<file path="src/bpa_pkg.sv">
package bpa_pkg;

  localparam int MAX_PAGES = 4096;
  localparam int PAGE_BITS = 12;

  localparam int ADDR_W    = 48;
  localparam int CNT_W     = 13;
  localparam int PCT_W     = 7;
  localparam int STAT_W    = 2;
  localparam int CFG_IDX_W = 2;

  localparam int WORD_W    = 64;
  localparam int BIT_W     = $clog2(WORD_W);
  localparam int MAP_WORDS = (MAX_PAGES + WORD_W - 1) / WORD_W;
  localparam int WIDX_W    = $clog2(MAP_WORDS);
  localparam int NW_W      = WIDX_W + 1;
  localparam int IDX_W     = $clog2(MAX_PAGES);
  localparam int PROD_W    = CNT_W + PCT_W + 1;

  localparam logic [ADDR_W-1:0] BASE_RST  = ADDR_W'(64'h100_0000);
  localparam logic [CNT_W-1:0]  PAGES_RST = CNT_W'(4096);
  localparam logic [PCT_W-1:0]  PCT_RST   = PCT_W'(90);
  localparam logic [PCT_W-1:0]  PCT_SCALE = PCT_W'(100);

  typedef enum logic [CFG_IDX_W-1:0] {
    CFG_BASE  = 2'd0,
    CFG_PAGES = 2'd1,
    CFG_PCT   = 2'd2
  } cfg_reg_t;

  typedef enum logic [STAT_W-1:0] {
    ST_OK       = 2'd0,
    ST_OOM      = 2'd1,
    ST_RANGE    = 2'd2,
    ST_NOT_USED = 2'd3
  } req_status_t;

  typedef enum logic [2:0] {
    S_IDLE,
    S_SCAN,
    S_FREE_CHK,
    S_FREE_RD,
    S_FREE_UPD,
    S_CALC,
    S_DONE
  } ctrl_state_t;

  typedef struct packed {
    logic load_req;
    logic scan_start;
    logic scan_step;
    logic alloc_commit;
    logic alloc_oom;
    logic free_check;
    logic free_read;
    logic free_range;
    logic free_update;
    logic calc;
    logic out_load;
  } bpa_cmd_t;

  typedef struct packed {
    logic hit;
    logic scan_end;
    logic range_err;
    logic out_busy;
  } bpa_stat_t;

endpackage

</file>
<file path="src/bpa_ctrl.sv">
module bpa_ctrl import bpa_pkg::*; (
  input  logic      clk,
  input  logic      rst_n,
  input  logic      in_valid,
  input  logic      in_req_type,
  input  bpa_stat_t stat,
  output logic      in_stall,
  output bpa_cmd_t  cmd
);

  ctrl_state_t state_r, state_nxt;

  always_ff @(posedge clk) begin
    if (!rst_n) begin
      state_r <= S_IDLE;
    end else begin
      state_r <= state_nxt;
    end
  end

  always_comb begin
    state_nxt = state_r;
    unique case (state_r)
      S_IDLE: begin
        if (in_valid) begin
          state_nxt = in_req_type ? S_FREE_CHK : S_SCAN;
        end
      end
      S_SCAN: begin
        if (stat.hit || stat.scan_end) begin
          state_nxt = S_CALC;
        end
      end
      S_FREE_CHK: state_nxt = S_FREE_RD;
      S_FREE_RD:  state_nxt = stat.range_err ? S_CALC : S_FREE_UPD;
      S_FREE_UPD: state_nxt = S_CALC;
      S_CALC:     state_nxt = S_DONE;
      S_DONE: begin
        if (!stat.out_busy) begin
          state_nxt = S_IDLE;
        end
      end
      default:    state_nxt = S_IDLE;
    endcase
  end

  always_comb begin
    cmd      = '0;
    in_stall = (state_r != S_IDLE);
    unique case (state_r)
      S_IDLE: begin
        if (in_valid) begin
          cmd.load_req   = 1'b1;
          cmd.scan_start = !in_req_type;
        end
      end
      S_SCAN: begin
        if (stat.hit) begin
          cmd.alloc_commit = 1'b1;
        end else if (stat.scan_end) begin
          cmd.alloc_oom = 1'b1;
        end else begin
          cmd.scan_step = 1'b1;
        end
      end
      S_FREE_CHK: cmd.free_check = 1'b1;
      S_FREE_RD: begin
        if (stat.range_err) begin
          cmd.free_range = 1'b1;
        end else begin
          cmd.free_read = 1'b1;
        end
      end
      S_FREE_UPD: cmd.free_update = 1'b1;
      S_CALC:     cmd.calc = 1'b1;
      S_DONE:     cmd.out_load = !stat.out_busy;
      default:    cmd = '0;
    endcase
  end

endmodule

</file>
<file path="config.mk">
export PLATFORM = sky130hd
export DESIGN_NAME = bpa_ctrl
export DESIGN_NICKNAME = d
export VERILOG_FILES = /design/src/bpa_pkg.sv /design/src/bpa_ctrl.sv
export SDC_FILE = /design/constraint.sdc
export NUM_CORES = 1
export LEC_CHECK = 0
export BUFFER_PORTS_ARGS = -buffer_cell sky130_fd_sc_hd__buf_2
export CAP_MARGIN = 25
export CORE_AREA = 2 2 39 41
export DETAILED_ROUTE_END_ITERATION = 6
export DIE_AREA = 0 0 41 43
export PLACE_DENSITY = 0.55
export SKIP_CTS_REPAIR_TIMING = 1
export SLEW_MARGIN = 5
export SYNTH_ARGS = -nofsm -noshare
export SYNTH_HDL_FRONTEND = slang
export SYNTH_SLANG_ARGS = --single-unit
</file>
<file path="constraint.sdc">
create_clock -name clk -period 1.5 [get_ports clk]
set_clock_uncertainty 0.1 [all_clocks]
set_input_delay 0.225 -clock clk [delete_from_list [all_inputs] [get_ports clk]]
set_output_delay 0.225 -clock clk [all_outputs]
set_load 0.01 [all_outputs]
</file>
# Word-level counts from Yosys, hierarchy flattened
# Index checks and enable logic that the tools add are counted.
# op_classes
eq_ne	9
mux	21
reduce_logical	6
# ops
op	count
$pmux W3 S7	1
$mux W1	12
$mux W3	4
$eq A3 B3 Y1 const B	3
$mux W2	4
$eq A3 B2 Y1 const B	2
$ne A2 B2 Y1 const B	3
$eq A3 B1 Y1 const B	1
$logic_not A3 Y1	1
$reduce_and A3 Y1	1
$reduce_bool A3 Y1	1
$logic_not A1 Y1	2
$logic_or A1 B1 Y1	1
# totals
register_bits	3
input_bits	8
output_inout_bits	12
wordCells	37

# Logic depth before layout (Yosys ltp)
# Gate-level depths: netlist of the first run.
# logic_depth
word_depth	3
ltp_mapped	4
depth_no_buf	3

# Least setup slack after synthesis of the first run
# Ideal clock, no wire load.
# synth_path
path_kind	register -> output
startpoint	register state_r[2]
endpoint	output port cmd[6] (netlist name)
arrival_ns	0.967
t_required_ns	1.175
path_slack_ns	0.208
stages_incl_launch_ff	5
cell_sequence	dfxtp_1 -> buf_4 -> nor2_1 -> nand2_1 -> nor3b_1
# synth_rtl
element	line_no	source
start, declared	bpa_ctrl.sv:11	ctrl_state_t state_r, state_nxt;
start signal, assigned	bpa_ctrl.sv:17	state_r <= state_nxt;
end, declared	bpa_ctrl.sv:8	output bpa_cmd_t cmd

==> flow_summary.yaml, run 1 <==
run_status:
  status: "finished, violations left"
  violations: "negative setup slack"
global_route:
  track_usage: 0.1022
  antenna_found_initial: 0
  grt_overflow: 0
  grt_pass1_wl_um: 1221
  grt_start_max_net_pins: 13
  grt_pass1_vias: 304
timing:
  tightest_slew_ps: 303.8
  timing.fmax_mhz: 666.0
  setup_ws_ps: -1.415
  drv_slew: 0
  period_needed_ps: 1501
  setup_viol: 1
  relSlewSlack: 0.7949
  finalHoldViolCount: 0
  rsz0062_at_grt: "true"
  min_period_over_period: 1.001
layout:
  nets: 74
  fin_cells: 81
  regMostFlops: "state_r"
  postLayoutCoreUtil: 0.3517
  largest_reg_flops: 3
  multiInputGateArea_um2: 229.0
  diodes: 0
  layout.area.seq_um2: 71.32
  fillerInstances: 159
  area.growth.synth_to_final_pct: 68.40
  final_layout_size_suffix_gt1_frac: 0.5692
  fin_area_um2: 486.7
  reg_top3: "state_r (3)"
critical_path:
  end_kind: "output pin"
  worst_r2r_endpoint: "state_r[1]"
  crit_required_ps: 1170
  worstPathMaxFanout: 9
  startpoint: "state_r[0]"
  cp-start-kind: "register"
  worstRegToRegCells: 4
  critPathKind: "reg -> out"
  reg2reg_from: "state_r[0]"
  r2r_slack_ps: 310
  cp.arrival_ps: 1180
power:
  switching_share: 0.3669
  p_int_mw: 0.3337
  finalPower_mw: 0.5271
  sequentialPowerShare: 0.277
  p_comb_frac: 0.461
  clkPwrFrac: 0.262
  powerDensity_nw_per_um2: 1083
  switchingPower_mw: 0.1934
  ir_drop_v: 0.0004139
  leakagePower_nw: 0.2456
cts:
  cts_htree_levels: 1
  cts.path.max_buffers: 2
  cts.clk_slew.worst_paths_ps: 40
  tritoncts: "built"
  cts_sinks: 3
  cts_made_buffers: 3
  clock_latency_ps: 230
  cts-root-buf: "clkbuf_4"
synthesis:
  synth_area_leaders: "dfxtp_1, nor3b_1, nor3_1"
  synth-simple-area-share: 0.4069
  synth_top_family_by_area: "simple AND/OR/NAND/NOR gates"
  netlist_instances: 40
  yosys.area.top_type: "dfxtp_1"
  netlist.area_leader.share: 0.2078
  synth-seq-cells: 3
  synth_xor_area_frac: 0
  synth.yosys.seq_area_share: 0.2078
  muxShareOfSynthArea: 0.03463
  syn-num-nets: 48
  avgSynthCellArea_um2: 7.226
  synth_fa_ha_area_frac: 0
  synthTopCellsByCount: "nand2_1, nor3_1, nor3b_1"
  ys_async_sr_fraction: 0
  synth_edf_count: 0
  syn_area_um2: 289.0
  synth_compound_area_frac: 0.2338
  yosys_warnings: 0
  ys_types: 21
  ys.flop_type: "dfxtp_1"
hold_path:
  min_delay_worst_endpoint: "state_r[0]"
  hold_start: "rst_n"
  hold_path_depth: 2
  min_path_type: "in -> reg"
placement:
  port_buffers: 19
  hpwl_um: 620.6
  dp.cells: 76
  place_area_um2: 407.9
  gp_congestion: 0.7452
floorplan:
  ios: 20
  die_h_um: 43
  start_util: 0.2089
  core_um2: 1384
  die-area_um2: 1763
  die_x_um: 41
  num_rows: 14
routing:
  wl_per_cell_um: 10.27
  antenna_left: 0
  via_count: 367
  drcViolationCount: 0
  drt_wl_total_um: 832
  vias_per_cell: 4.531
  drtIter0Drc: 6
  firstDrtPassIters: 4
flow_run:
  maxCapViolCount: 0
## through the flow
| step | worst slack [ps] | hold WS [ps] | TNS [ps] |
|---|---|---|---|
| 4_1_cts | -138.9 | 150.1 | -543.8 |
| 2_1_floorplan | 208.4 | 258.4 | 0 |
| 3_3_place_gp | 138.7 | 397.3 | 0 |
| 6_report | -1.415 | 153.2 | -1.415 |
| 3_5_place_dp | 116.1 | 396.3 | 0 |
| 5_1_grt | -67.40 | 155.0 | -92.25 |
## per-layer routing
layer	track usage	vias up	wire length [um]
li1	-	196	-
met1	0.1374	157	372
met2	0.1375	14	398
met3	0.01571	0	61
met4	0.08000	0	0
met5	0	-	0
## placed cells by master, fill, tap and decap left out, types with 2 or more instances in the layout
cell,Yosys,layout
o21ai_0,2,2
a21oi_1,3,3
nand2_1,4,4
nor3b_1,4,3
dfxtp_4,0,3
buf_2,0,19
nor3_2,0,2
clkbuf_4,0,3
inv_1,2,2
buf_4,2,5
and3_1,2,2
## cells by family (layout without fill, tap and decap cells)
group | Yosys count | in the layout
AOI/OAI and AO/OA | 10 | 10
buffers and inverters | 5 | 30
DFF | 3 | 3
muxes | 1 | 1
and+or+nand+nor | 21 | 21
## power by group through the flow
stage | registers [mW] | logic [mW] | clock network [mW]
floorplan | 0.108 | 0.157 | 0
global placement | 0.132 | 0.211 | 0
detailed placement | 0.133 | 0.214 | 0
CTS | 0.132 | 0.214 | 0.149
global route | 0.149 | 0.273 | 0.150
finish | 0.146 | 0.243 | 0.138
## layout make-up
type | instances | area share
clock buffers | 4 | 0.05398
repair buffers | 24 | 0.2725
inverters | 2 | 0.01542
well taps | 16 | 0.04113
multi-input cells | 32 | 0.4704
flip-flops and latches | 3 | 0.1465
## worst max path at each step
stage | endpoint | slack (ps) | cells past startpoint
finish | cmd[9] | -1 | 4
global route | cmd[9] | -70 | 4
CTS | cmd[9] | -140 | 4
detailed placement | cmd[9] | 120 | 4
global placement | cmd[9] | 140 | 4
floorplan | cmd[6] | 210 | 4
## worst max-delay path: stages (launching register included)
cell	delay, ps
dfxtp_4	370
nor3_4	200
and2_4	160
and2b_1	100
buf_2	120
(Power assumes the default switching activity.)
==> run 2, diff against run 1 <==
Settings changed: ABC_AREA from default to 1.
==> flow_summary.yaml, run 2 <==
run_status:
  status: "complete, no violations"
synthesis:
  yosys_warnings: 0
  netlist.area_leader.share: 0.2078
  syn_area_um2: 289.0
  synth.yosys.seq_area_share: 0.2078
  ys_types: 13
  synth-seq-cells: 3
  yosys.area.top_type: "dfxtp_1"
  avgSynthCellArea_um2: 5.255
  netlist_instances: 55
  ys_async_sr_fraction: 0
  synth_area_leaders: "dfxtp_1, nor2_1, inv_1"
  synthTopCellsByCount: "nor2_1, inv_1, nand2_1"
  synth_edf_count: 0
  ys.flop_type: "dfxtp_1"
  yosysMostFrequentCell: "nor2_1"
  syn-num-nets: 63
critical_path:
  end_kind: "output pin"
  cp_top_family: "flip-flops"
  worstPathMaxFanout: 6
  crit_chain: "nor2_4 > nand3_2 > inv_1 > buf_2"
  cp.arrival_ps: 1100
  cp-start-kind: "register"
  slowest_delay_ps: 380
  worst_r2r_endpoint: "state_r[2]"
  critPathSlowestCell: "dfxtp_1"
  r2r_slack_ps: 270
  reg2reg_from: "state_r[2]"
  crit_buf_inv: 2
  crit_required_ps: 1170
  path_depth: 4
  critPathKind: "reg -> out"
  worstRegToRegCells: 7
layout:
  layout.area.seq_um2: 62.56
  diodes: 0
  nets: 87
  area.growth.synth_to_final_pct: 51.52
  postLayoutCoreUtil: 0.3165
  multiInputGateArea_um2: 177.7
  fin_cells: 94
  regMostFlops: "state_r"
  final_common_cell: "buf_2"
  reg_top3: "state_r (3)"
  final_layout_size_suffix_gt1_frac: 0.3974
  fillerInstances: 160
  largest_reg_flops: 3
  layout_common_cells: "buf_2, inv_1, nor2_1, nand2_1, nand3_1"
  fin_area_um2: 437.9
floorplan:
  die_h_um: 43
  core_um2: 1384
  start_util: 0.2089
  ios: 20
  die_x_um: 41
  die-area_um2: 1763
  num_rows: 14
timing:
  tightest_slew_ps: 279.8
  timing.fmax_mhz: 704.1
  finalHoldViolCount: 0
  setup_tns_ps: 0
  drv_slew: 0
  min_period_over_period: 0.9468
  relSlewSlack: 0.8132
  setup_viol: 0
  period_needed_ps: 1420
cts:
  clock_latency_ps: 230
  cts-root-buf: "clkbuf_4"
  cts.clk_slew.worst_paths_ps: 40
  cts.path.max_buffers: 2
  tritoncts: "built"
  cts_htree_levels: 1
  cts_made_buffers: 3
  cts_sinks: 3
hold_path:
  min_delay_worst_endpoint: "state_r[0]"
  hold_path_depth: 3
  hold_start: "rst_n"
  min_path_type: "in -> reg"
routing:
  vias_per_cell: 3.957
  drtIter0Drc: 9
  via_count: 372
  wl_per_cell_um: 7.723
  antenna_left: 0
  drcViolationCount: 0
  firstDrtPassIters: 4
  drt_wl_total_um: 726
placement:
  gp_congestion: 0.7109
  place_area_um2: 404.1
  hpwl_um: 638.3
  port_buffers: 19
  dp.cells: 90
global_route:
  grt_pass1_vias: 274
  antenna_found_initial: 0
  grt_start_max_net_pins: 7
  grt_pass1_wl_um: 986
  grt_overflow: 0
  track_usage: 0.08717
power:
  leakagePower_nw: 0.2964
  finalPower_mw: 0.9076
  ir_drop_v: 0.0005695
  powerDensity_nw_per_um2: 2073
flow_run:
  maxCapViolCount: 0
run 2: cell types whose count changed after synthesis, moves of 4 or more:
cell,delta
inv_1,+11
nor3b_1,-4
nor2_1,+13
nor3_1,-4
nand3_1,+6
nand2_1,+5
run 2: through the flow:
stage	worst slack (ps)	hold WS (ps)
after floorplan	364.8	234.2
after global placement	273.7	364.3
after detailed placement	270.6	361.2
after CTS	15.21	117.1
after global routing	-6.915	123.8
final	79.75	114.8
run 2: area by class of cell:
class                           instances  area share
Multi-Input combinational cell         37      0.4057
Timing Repair Buffer                   19      0.2171
Sequential cell                         3      0.1429
Inverter                               15      0.1286
Clock buffer                            4     0.06000
Tap cell                               16     0.04571
run 2: cells by family (layout without fill, tap and decap cells):
logic type | Yosys count | count (layout) | share of synthesized area
AND/OR/NAND/NOR | 33 | 33 | 0.5108
buffers and inverters | 15 | 38 | 0.1948
AO/OA/AOI/OAI | 4 | 4 | 0.08657
flip-flops | 3 | 3 | 0.2078
run 2: worst max-delay path by stage:
stage,startpoint,to,slack [ps]
finish,state_r[2],cmd[8],80
global route,state_r[2],cmd[10],-7
CTS,state_r[1],cmd[9],20
detailed placement,state_r[1],cmd[9],270
global placement,state_r[1],state_r[1],270
floorplan,state_r[2],cmd[10],360
run 2: worst register-to-register path: cells and delay by family (launching register included):
family | cells | cell delay [ps]
buffers and inverters | 1 | 60
DFF | 1 | 470
and+or+nand+nor | 6 | 490
run 2: per-layer routing:
| layer | up-vias | global-route usage | routed length, um |
|---|---|---|---|
| met1 | 145 | 0.09265 | 303 |
| met4 | 0 | 0.06000 | 12 |
| met2 | 17 | 0.1250 | 341 |
| li1 | 208 | - | - |
| met5 | - | 0 | 0 |
| met3 | 2 | 0.04712 | 68 |
run 2: report_power, final:
group | switching, mW | total [mW] | leakage (nW) | internal, mW
sequential | 0.0697 | 0.198 | 0.0255 | 0.128
clock | 0.0407 | 0.140 | 0.0150 | 0.0996
combinational | 0.348 | 0.569 | 0.256 | 0.221
==> run 3, diff against run 2 <==
Settings changed: CELL_PAD_IN_SITES_DETAIL_PLACEMENT from default to 0, CELL_PAD_IN_SITES_GLOBAL_PLACEMENT from default to 1, CORE_AREA 2 2 39 41 to default, CORE_MARGIN from default to 2, CORE_UTILIZATION from default to 22, DIE_AREA 0 0 41 43 to default, PLACE_DENSITY 0.55 to 0.79.
==> flow_summary.yaml, run 3 (synthesis results as in run 2) <==
cts:
  clock_latency_ps: 230
  tritoncts: "built"
  cts.clk_slew.worst_paths_ps: 40
  cts_htree_levels: 1
  cts_sinks: 3
  cts.path.max_buffers: 2
  cts-root-buf: "clkbuf_4"
  cts_made_buffers: 3
layout:
  final_layout_size_suffix_gt1_frac: 0.3974
  fillerInstances: 149
  reg_top3: "state_r (3)"
  layout.area.seq_um2: 63.81
  postLayoutCoreUtil: 0.3432
  layout_common_cells: "buf_2, nor2_1, inv_1, nand2_1, nand3_1"
  diodes: 0
  final_common_cell: "buf_2"
  area.growth.synth_to_final_pct: 50.65
  regMostFlops: "state_r"
  nets: 87
  largest_reg_flops: 3
  multiInputGateArea_um2: 175.2
floorplan:
  core_um2: 1269
  die_x_um: 40.25
  ios: 20
  start_util: 0.2278
  die_h_um: 40.25
  die-area_um2: 1620
  num_rows: 13
critical_path:
  slowest_delay_ps: 350
  crit_chain: "inv_2 > nor2_4 > nand2_1 > nor2_1 > buf_2"
  worstPathMaxFanout: 5
  crit_buf_inv: 2
  crit_required_ps: 1170
  critPathKind: "reg -> out"
  cp_top_family: "flip-flops"
  cp.arrival_ps: 1080
  cp-start-kind: "register"
  critPathSlowestCell: "dfxtp_2"
  r2r_slack_ps: 320
  end_kind: "output pin"
flow_run:
  maxCapViolCount: 0
timing:
  setup_viol: 0
  timing.fmax_mhz: 714.0
  tightest_slew_ps: 191.0
  relSlewSlack: 0.8721
  drv_slew: 0
  period_needed_ps: 1401
  rsz0062_at_grt: "false"
  setup_tns_ps: 0
  min_period_over_period: 0.9338
  whs_ps: 121.5
  finalHoldViolCount: 0
routing:
  drt_wl_total_um: 748
  wl_per_cell_um: 8.043
  via_count: 391
  antenna_left: 0
  firstDrtPassIters: 2
  drcViolationCount: 0
  vias_per_cell: 4.204
  drtIter0Drc: 3
global_route:
  grt_overflow: 0
  gr-usage-met1: 0.1188
  grtUsageMet3: 0.03333
  grt_start_max_net_pins: 7
  grt_pass1_vias: 320
  grt_pass1_wl_um: 1179
  top_usage_layer: "met2"
  track_usage: 0.1109
  grt_use_met2: 0.1976
  antenna_found_initial: 0
power:
  switchingPower_mw: 0.4564
  leakagePower_nw: 0.2963
  p_comb_frac: 0.623
  clkPwrFrac: 0.157
  p_int_mw: 0.4487
  ir_drop_v: 0.0006060
  switching_share: 0.5042
  powerDensity_nw_per_um2: 2079
  sequentialPowerShare: 0.219
placement:
  port_buffers: 19
  hpwl_um: 636.6
  gp_congestion: 0.8058
run_status:
  status: "complete, no violations"
hold_path:
  min_path_type: "in -> reg"
run 3: cell counts in the layout (fill, tap and decap cells not counted):
No cell type changed its count.
run 3: worst paths after layout:
kind / from / endpoint / depth (start not counted)
worst max-delay path: state_r[0] / cmd[6] / 5
worst min-delay path: rst_n / state_r[0] / 3
worst max register to register: state_r[1] / state_r[2] / 7
worst min register to register: state_r[0] / state_r[0] / 4
run 3: metal layers:
| metal | vias up | routed length, um |
|---|---|---|
| met4 | 0 | 0 |
| met2 | 9 | 382 |
| li1 | 210 | - |
| met1 | 172 | 327 |
| met3 | 0 | 38 |
| met5 | - | 0 |
run 3: per-stage QoR:
step | setup WS [ps] | cells | power (mW) | cell area (um^2)
floorplan | 364.8 | 55 | 0.5743 | 289.0
global placement | 270.7 | 89 | 0.7463 | 402.9
detailed placement | 262.7 | 89 | 0.7466 | 402.9
CTS | 40.91 | 93 | 0.8960 | 429.2
global route | 1.131 | 93 | 1.016 | 435.4
finish | 99.36 | 93 | 0.9051 | 435.4
run 3: area by class of cell:
cell class	count	area share
Clock buffer	4	0.06034
Sequential cell	3	0.1466
Inverter	15	0.1293
Multi-Input combinational cell	37	0.4023
Tap cell	15	0.04310
Timing Repair Buffer	19	0.2184
run 3: worst reg2reg max path, delay by kind of cell, from the launching register on:
| kind | cells | cell delay, ps |
|---|---|---|
| and+or+nand+nor | 5 | 420 |
| DFF | 1 | 370 |
| buffers and inverters | 2 | 170 |
run 3: power groups by stage:
stage / clock, mW / combinational (mW) / sequential [mW]
after floorplan: 0 / 0.401 / 0.173
after global placement: 0 / 0.561 / 0.185
after detailed placement: 0 / 0.559 / 0.187
after CTS: 0.150 / 0.562 / 0.185
after global routing: 0.165 / 0.645 / 0.206
final: 0.142 / 0.564 / 0.198
